==> src/design/iapp_pkg.sv <==
// shared constants and types for the imu angle packet parser
// no dependencies

package iapp_pkg;

   localparam int PacketLength = 11;
   localparam int PosWidth     = 4;
   localparam int PosNextWidth = PosWidth + 1;
   localparam int AngleBase    = 4;
   localparam int AngleBytes   = 6;
   localparam int AngleCount   = 3;

   localparam logic [7:0] HeaderByte = 8'h55;
   localparam logic [7:0] TypeAngle  = 8'h01;

   localparam logic signed [8:0] AngleScale = 9'sd180;

   typedef logic signed [15:0] angle_type;

   typedef struct packed {
      logic      busy;
      logic      hit;
      angle_type raw_roll;
      angle_type raw_pitch;
      angle_type raw_yaw;
   } frame_event_type;

endpackage

==> src/design/iapp_framer.sv <==
// byte framer: request register, packet position and byte stores
// depends on iapp_pkg

module iapp_framer
   import iapp_pkg::*;
(
   input  logic            clock,
   input  logic            reset,
   input  logic            req_valid,
   input  logic [7:0]      req_rx_byte,
   input  logic            advance,
   output frame_event_type frame_event
);

   logic                 byte_valid_ff;
   logic [7:0]           byte_ff;
   logic [PosWidth-1:0]  pos_ff;
   logic [PosWidth-1:0]  pos_in;
   logic [7:0]           header_ff [2];
   logic [7:0]           type_ff;
   logic [7:0]           angle_ff [AngleBytes];

   logic [7:0]           hdr0;
   logic [7:0]           hdr1;
   logic [7:0]           ptype;
   logic [7:0]           angle_view [AngleBytes];
   logic [PosNextWidth-1:0] pos_next;
   logic                 header_bad;
   logic                 last_byte;
   logic                 load;

   // a new request may enter whenever the held one leaves
   assign load = !byte_valid_ff || advance;

   always_ff @(posedge clock) begin
      if (reset) begin
         byte_valid_ff <= 1'b0;
      end else if (load) begin
         byte_valid_ff <= req_valid;
      end
   end

   always_ff @(posedge clock) begin
      if (load && req_valid) begin
         byte_ff <= req_rx_byte;
      end
   end

   // byte stores as they look after the held byte is written
   always_comb begin
      hdr0  = (pos_ff == PosWidth'(0)) ? byte_ff : header_ff[0];
      hdr1  = (pos_ff == PosWidth'(1)) ? byte_ff : header_ff[1];
      ptype = (pos_ff == PosWidth'(2)) ? byte_ff : type_ff;
      for (int i = 0; i < AngleBytes; i++) begin
         angle_view[i] = (pos_ff == PosWidth'(AngleBase + i)) ? byte_ff : angle_ff[i];
      end
   end

   always_comb begin
      pos_next   = {1'b0, pos_ff} + PosNextWidth'(1);
      header_bad = (pos_next >= PosNextWidth'(2)) &&
                   !(hdr0 == HeaderByte && hdr1 == HeaderByte);
      last_byte  = pos_next >= PosNextWidth'(PacketLength);
      if (header_bad || last_byte) begin
         pos_in = '0;
      end else begin
         pos_in = pos_next[PosWidth-1:0];
      end
   end

   always_ff @(posedge clock) begin
      if (reset) begin
         pos_ff <= '0;
      end else if (advance) begin
         pos_ff <= pos_in;
      end
   end

   always_ff @(posedge clock) begin
      if (advance) begin
         header_ff[0] <= hdr0;
         header_ff[1] <= hdr1;
         type_ff      <= ptype;
         for (int i = 0; i < AngleBytes; i++) begin
            angle_ff[i] <= angle_view[i];
         end
      end
   end

   always_comb begin
      frame_event.busy      = byte_valid_ff;
      frame_event.hit       = byte_valid_ff && !header_bad && last_byte && ptype == TypeAngle;
      frame_event.raw_roll  = {angle_view[1], angle_view[0]};
      frame_event.raw_pitch = {angle_view[3], angle_view[2]};
      frame_event.raw_yaw   = {angle_view[5], angle_view[4]};
   end

endmodule

==> src/design/iapp_scale.sv <==
// scales a raw 16-bit angle to degrees with 7 fraction bits
// depends on iapp_pkg

module iapp_scale
   import iapp_pkg::*;
(
   input  angle_type raw,
   output angle_type degrees
);

   logic signed [24:0] prod;

   // raw * 180 then floor shift by 8, the low bits drop
   always_comb begin
      prod    = 25'(raw) * 25'(AngleScale);
      degrees = prod[23:8];
   end

endmodule

==> src/design/imu_angle_packet_parser_unit.sv <==
// Frames 11-byte serial packets (header 0x55 0x55, type 0x01) and reports
// roll, pitch and yaw in degrees with 7 fraction bits.
//
// Request channel: req_valid / req_stall / req_rx_byte, one byte per request.
// Result channel: rsp_valid / rsp_stall / rsp_*_angle, one result for each
// completed angle packet; other bytes and packet types give no result.
// A request is taken at an edge with valid high and stall low.
//
// A byte is held in the request register; the result of the last byte of
// a packet is registered as that byte leaves it and then shows on rsp_valid.
// Throughput: one byte per cycle. The held byte and the result register
// are separate, so bytes keep flowing while a result waits; only a
// packet-ending byte waits behind a stalled result, which then stalls
// the request side.
// Reset (synchronous, active high) empties both registers and returns the
// packet position to zero; the byte stores need no clearing.
// depends on iapp_pkg, iapp_framer, iapp_scale

module imu_angle_packet_parser_unit
   import iapp_pkg::*;
(
   input  logic             clock,
   input  logic             reset,
   input  logic             req_valid,
   output logic             req_stall,
   input  logic [7:0]       req_rx_byte,
   output logic             rsp_valid,
   input  logic             rsp_stall,
   output logic signed [15:0] rsp_roll_angle,
   output logic signed [15:0] rsp_pitch_angle,
   output logic signed [15:0] rsp_yaw_angle
);

   frame_event_type frame_event;
   logic            advance;
   logic            out_free;
   logic            rsp_valid_ff;
   angle_type       roll_ff;
   angle_type       pitch_ff;
   angle_type       yaw_ff;
   angle_type       roll_in;
   angle_type       pitch_in;
   angle_type       yaw_in;

   assign out_free  = !rsp_valid_ff || !rsp_stall;
   assign advance   = frame_event.busy && (!frame_event.hit || out_free);
   assign req_stall = frame_event.busy && !advance;

   iapp_framer u_framer (
      .clock       (clock),
      .reset       (reset),
      .req_valid   (req_valid),
      .req_rx_byte (req_rx_byte),
      .advance     (advance),
      .frame_event (frame_event)
   );

   iapp_scale u_scale_roll (
      .raw     (frame_event.raw_roll),
      .degrees (roll_in)
   );

   iapp_scale u_scale_pitch (
      .raw     (frame_event.raw_pitch),
      .degrees (pitch_in)
   );

   iapp_scale u_scale_yaw (
      .raw     (frame_event.raw_yaw),
      .degrees (yaw_in)
   );

   always_ff @(posedge clock) begin
      if (reset) begin
         rsp_valid_ff <= 1'b0;
      end else if (out_free) begin
         rsp_valid_ff <= frame_event.hit;
      end
   end

   always_ff @(posedge clock) begin
      if (out_free && frame_event.hit) begin
         roll_ff  <= roll_in;
         pitch_ff <= pitch_in;
         yaw_ff   <= yaw_in;
      end
   end

   assign rsp_valid       = rsp_valid_ff;
   assign rsp_roll_angle  = roll_ff;
   assign rsp_pitch_angle = pitch_ff;
   assign rsp_yaw_angle   = yaw_ff;

endmodule

==> config.mk <==
export PLATFORM = sky130hd
export DESIGN_NAME = imu_angle_packet_parser_unit
export DESIGN_NICKNAME = d
export VERILOG_FILES = /design/src/design/iapp_pkg.sv /design/src/design/iapp_framer.sv /design/src/design/iapp_scale.sv /design/src/design/imu_angle_packet_parser_unit.sv
export SDC_FILE = /design/constraint.sdc
export NUM_CORES = 1
export LEC_CHECK = 0
export ABC_AREA = 1
export BUFFER_PORTS_ARGS = -buffer_cell sky130_fd_sc_hd__buf_4
export CAP_MARGIN = 10
export CORE_MARGIN = 10
export CORE_UTILIZATION = 40
export DETAILED_ROUTE_END_ITERATION = 16
export PLACE_DENSITY_LB_ADDON = 0.05
export SYNTH_ARGS = -nofsm -noshare
export SYNTH_HDL_FRONTEND = slang
export SYNTH_HIERARCHICAL = 1
export SYNTH_SLANG_ARGS = --single-unit
==> constraint.sdc <==
create_clock -name clock -period 10 [get_ports clock]
set_input_delay 2 -clock clock [delete_from_list [all_inputs] [get_ports clock]]
set_output_delay 2 -clock clock [all_outputs]
set_load 0.01 [all_outputs]
Word level (Yosys, flattened, before mapping). Memories as Yosys holds them, arrays and structs flattened. Index checks and enable logic that the tools add are counted.

Flip-flop bits (word level): 70. RAM bits: 64. Input port bits: 12. Output and inout port bits: 50. Word-level logic and storage cells: 60. Memories: 2.

Add/sub/neg operators: 1. Multiply operators: 3. $lt $le $gt $ge: 2. Equal/unequal tests: 11. Mux-type cells: 12. Reductions and logical operators: 21.

Memories: u_framer.angle_ff (words 6, bits a word 8, rd ports 6, clocked after memory_dff 0, wr ports 6, RTL line iapp_framer.sv:21) `logic [7:0] angle_ff [AngleBytes];`; u_framer.header_ff (words 2, bits a word 8, rd ports 2, clocked after memory_dff 0, wr ports 2, RTL line iapp_framer.sv:19) `logic [7:0] header_ff [2];`.

Operators with widths (count): 8-bit two-way mux (9); 16-bit by 7-bit multiplier with 22-bit output (second input constant) (3); 4-bit by 3-bit equality test with 1-bit output (second input constant) (4); 8-bit by 7-bit equality test with 1-bit output (second input constant) (2); 1-bit logical AND (9); 4-bit equality test (second input constant) (2); 8-bit by 1-bit equality test with 1-bit output (second input constant) (1); 1-bit zero test (7); 4-bit by 1-bit adder with 5-bit output (second input constant) (1); 5-bit by 2-bit greater-or-equal comparator with 1-bit output (second input constant) (1); 5-bit by 4-bit greater-or-equal comparator with 1-bit output (second input constant) (1); 4-bit by 1-bit equality test with 1-bit output (second input constant) (1); 4-bit by 2-bit equality test with 1-bit output (second input constant) (1); 4-bit zero test (1); 1-bit logical OR (4); 4-bit two-way mux (1); 1-bit two-way mux (2).

Logic depth before layout (Yosys ltp).
Word-level depth: 15. Mapped depth: 24. Mapped depth without buffers: 22.

Cells and area by module. The synthesis kept the hierarchy.

By module, submodules not included: iapp_framer (instances 1, cells each 362, area each 3878.7 µm², sequential area each 2502.4 µm²); iapp_scale (u_scale_yaw) (instances 1, cells each 315, area each 2230.9 µm², sequential area each 0.0 µm²); iapp_scale (u_scale_roll) (instances 1, cells each 315, area each 2225.9 µm², sequential area each 0.0 µm²); iapp_scale (u_scale_pitch) (instances 1, cells each 316, area each 2213.4 µm², sequential area each 0.0 µm²); imu_angle_packet_parser_unit (instances 1, cells each 58, area each 1498.9 µm², sequential area each 1461.4 µm²).

Least setup slack after synthesis. Ideal clock, no wire load.

Path type: input-to-reg. From: in rsp_stall. To: reg u_framer.byte_ff[0], enable pin. Library setup time: 0.375 ns. Data arrival time: 4.812 ns. Required time: 9.625 ns. Setup slack: 4.813 ns. Stages on the path: 5. Path buffers: 0. Cells stage by stage: nand3_1 > nand2_1 > inv_1 > clkinv_1 > a21oi_1.

Longest elaborated chain between the ends: 6.

RTL lines: start, declared (RTL line imu_angle_packet_parser_unit.sv:28) `input logic rsp_stall,`; 1-bit zero test (RTL line imu_angle_packet_parser_unit.sv:45) `assign out_free = !rsp_valid_ff || !rsp_stall;`; 1-bit logical OR (RTL line imu_angle_packet_parser_unit.sv:45); 1-bit logical OR (RTL line imu_angle_packet_parser_unit.sv:46) `assign advance = frame_event.busy && (!frame_event.hit || out_free);`; 1-bit logical AND (RTL line imu_angle_packet_parser_unit.sv:46); net advance (RTL line imu_angle_packet_parser_unit.sv:35) `logic advance;`; 1-bit logical OR (RTL line iapp_framer.sv:33) `assign load = !byte_valid_ff || advance;`; 1-bit logical AND (RTL line iapp_framer.sv:44) `if (load && req_valid) begin`; end signal, assigned (RTL line iapp_framer.sv:45) `byte_ff <= req_rx_byte;`; end, declared (RTL line iapp_framer.sv:16) `logic [7:0] byte_ff;`.

The timed path passes the listed nets, and every way through them passes these cells. A chain may end at the register's enable or synchronous reset.

==> results.md <==
* Status: finished, final reports clean
* Post-DP HPWL at ~20 mm
* Routability cong. at ~0.8
* Pwr Density at roughly 200 mW/mm²
* PostCTS Resize Cnt at 0
* Setup TNS Final at 0 ns
* Final #Nets at roughly 1.7k
* Sequential share of the synthesized area at 32.9%
* Largest net degree at the start of global routing at 75
* Min-delay worst type: flip-flop to flip-flop
* Worst EP required at slightly above 10 ns
* CTS Root Cell: clkbuf_16
* H-tree depth at 4
* Worst Reg2Reg Path Length in Cells at 18
* Final hold vios at 0
* Hold path depth at 2
* TritonCTS clock tree: done
* Starting density of the core at roughly 41%
* Std-Cell Rows at 63
* # DRC at 0
* CTS Buffer Depth at 2
* Post-synth EDFFs at between 100 and 150
* Worst Min Path Start: u_framer/byte_valid_ff$_SDFFE_PP0N_
* Antenna viol nets, final at 0
* R2R Path End: rsp_roll_angle[12]$_DFFE_PP_
* Dominant synthesized flop cell: edfxtp_1
* Most frequent cell after synthesis: nand2_1
* Synth cell count leaders: nand2_1 (307), inv_1 (298), ha_1 (158)
* Worst rel slew slack at a little under a third
* Highest Clock Rate at ~170 MHz
* R2R Path Start: u_framer/pos_ff[0]$_SDFFE_PP0P_
* Hold WS at slightly above 0.5 ns
* Clock sinks at around 130
* Vias per cell at between 4 and 5
* GRT Overall Usage at 14.2%
* Final setup fails at 0
* Vias at 8660
* Initial antenna violation count at 0
* Yosys reg bits at approximately 130
* Clock Latency Late Sink at ~0.43 ns
* Max Cap Violations at 0
* Worst Path Arrival at approximately 6 ns
* Avg WL per Cell at 14.1 µm
* Post-Route WL at between 20 and 30 mm
* Post-Syn Instances at between 1k and 1.5k
* First DRT Iteration DRCs at slightly below 400
* R2R Setup Slk at roughly 4.2 ns
* Async SR Flop Fraction at 0%
* YS warnings at 6
* Tmin final at 5.80 ns
* Mapped Area at about 0.012 mm²
* CTS Hold Bufs at 0
* Die W at 194 µm
* Buffers on Ports at a little over 60
* IO Pins at 62
* Share of cells above drive strength 1 at approximately a tenth
* Average cell area after synthesis at just under 9 µm²
* TritonCTS buffer count at 17
* Startpoint type of the worst setup path: flip-flop
* Share of the synthesized area in the top cell type at between 30% and 40%
* Die area at about 0.037 mm²
* Cell taking the most area after synthesis: edfxtp_1
* CORE AREA at ~0.030 mm²
* Slew Limit Fails at 0
* Vias in the first global route at roughly 9.0k
* Main area contributors after synthesis: edfxtp_1 (32%), ha_1 (16%), fa_1 (13%), nand2_1 (9.6%), inv_1 (9.3%)
* Worst hold endpoint: u_framer/byte_valid_ff$_SDFFE_PP0N_
* Crit end category: flip-flop
* Synthesis-to-layout area growth at 12.9%
* First-pass GRT wire length at 44.6 mm
* WS Path Type: flip-flop to flip-flop
* Postcts setup bufs at 0
* Gr ovfl total at 0
* Critical path peak fanout at 16
* Leakage power at 6.84 nW
* First-pass iteration count of the detailed router at 5
* IR drop worst, VDD at about 0.13 mV
* Synth unique cells at 42
* Clock skew at about 0.012 ns
* CTS clk-pin slew, worst paths at about 0.070 ns
* Period utilization at about 58%
* Unrepaired setup endpoints after global routing: false
* Die Ht at about 190 µm
* Antenna cells at 0
* Syn nets at approximately 1.6k
* Worst-Margin Slew at 1.02 ns
-- flip-flops by register name, summed over array words and instances (netlist names) --
register                cells
u_framer/byte_valid_ff      1
rsp_roll_angle             16
u_framer/header_ff         16
u_framer/pos_ff             4
rsp_yaw_angle              16
u_framer/angle_ff          48
u_framer/type_ff            8
u_framer/byte_ff            8
rsp_valid                   1
rsp_pitch_angle            16
-- report_power, final --
group	switching (mW)	internal (mW)	leakage, nW
clock	0.271	0.401	0.303
sequential	0.00735	0.705	1.24
combinational	0.804	0.466	5.29
total	1.08	1.57	6.84
-- how the worst max path moves through the flow --
stage | startpoint | endpoint | slack (ns) | depth (start not counted)
2_1_floorplan | rsp_stall | u_framer/byte_ff[0]$_DFFE_PP_ | 4.81 | 5
3_3_place_gp | u_framer/pos_ff[0]$_SDFFE_PP0P_ | rsp_roll_angle[12]$_DFFE_PP_ | 4.27 | 18
3_5_place_dp | u_framer/pos_ff[0]$_SDFFE_PP0P_ | rsp_roll_angle[12]$_DFFE_PP_ | 4.15 | 18
4_1_cts | u_framer/pos_ff[0]$_SDFFE_PP0P_ | rsp_roll_angle[12]$_DFFE_PP_ | 4.10 | 18
5_1_grt | u_framer/pos_ff[1]$_SDFFE_PP0P_ | rsp_roll_angle[12]$_DFFE_PP_ | 3.77 | 19
6_report | u_framer/pos_ff[0]$_SDFFE_PP0P_ | rsp_roll_angle[12]$_DFFE_PP_ | 4.20 | 18
-- cell usage in the layout (no fill, tap or decap), types with 9 or more instances in the layout --
master	netlist	layout
a21oi_1	53	52
buf_4	1	70
clkbuf_16	0	17
edfxtp_1	128	128
fa_1	81	81
ha_1	158	158
inv_1	298	297
nand2_1	307	307
nand2_2	15	15
nand3_1	62	62
nand3_2	10	10
nor2_1	78	78
o21ai_0	58	58
o21bai_1	9	9
xnor2_1	9	9
xor2_1	26	26
-- kinds of logic (layout without fill, tap and decap cells) --
kind of cell / count (synthesis) / in the layout / share of synthesized area (%)
adder cells (fa/ha/maj): 239 / 239 / 29.9
buffers and inverters: 314 / 404 / 10.2
flip-flops: 134 / 134 / 32.9
XOR/XNOR: 35 / 35 / 2.54
AND/OR/NAND/NOR: 500 / 500 / 17.8
AO/OA/AOI/OAI: 144 / 144 / 6.66
-- cell type report --
type / count / area, µm²
Fill cell: 3020 / 16100
Timing Repair Buffer: 70 / 526
Inverter: 302 / 1140
Sequential cell: 134 / 3960
Multi-Input combinational cell: 918 / 6870
Clock buffer: 18 / 429
Tap cell: 390 / 488
Clock inverter: 14 / 191
-- worst max-delay path, cell delays in order, from the launching register on --
cell and delay, ns:
dfxtp_1 0.44, ha_1 0.58, nand3_1 0.53, o21ai_0 0.83, inv_1 0.27, ha_1 0.40, inv_1 0.05, ha_1 0.29
fa_1 0.54, inv_1 0.05, fa_1 0.50, inv_1 0.04, ha_1 0.35, a21oi_1 0.22, nand2_1 0.08, a21oi_1 0.17
nand2_1 0.08, nand2_1 0.06, nand2_1 0.06
-- through the flow --
step                setup slack (ns)  instance area (µm²)  utilization (%)  power, mW  instances
finish                          4.20                13600             45.8       2.65       1846
global route                    3.77                13600             45.8       2.92       1846
CTS                             4.10                13600             45.8       2.70       1846
detailed placement              4.15                13000             43.7       2.00       1814
global placement                4.27                13000             43.7       2.00       1814
floorplan                       4.81                12000                -       1.72       1366
-- routing by layer --
| metal | up-vias | part of all wire [%] | GRT usage [%] |
|---|---|---|---|
| li1 | 4502 | - | - |
| met1 | 4064 | 50 | 19.1 |
| met2 | 79 | 47 | 23.4 |
| met3 | 15 | 2.2 | 2.37 |
| met4 | 0 | 0.82 | 3.35 |
| met5 | - | 0 | 0 |
Power figures use the tool's default switching activity.
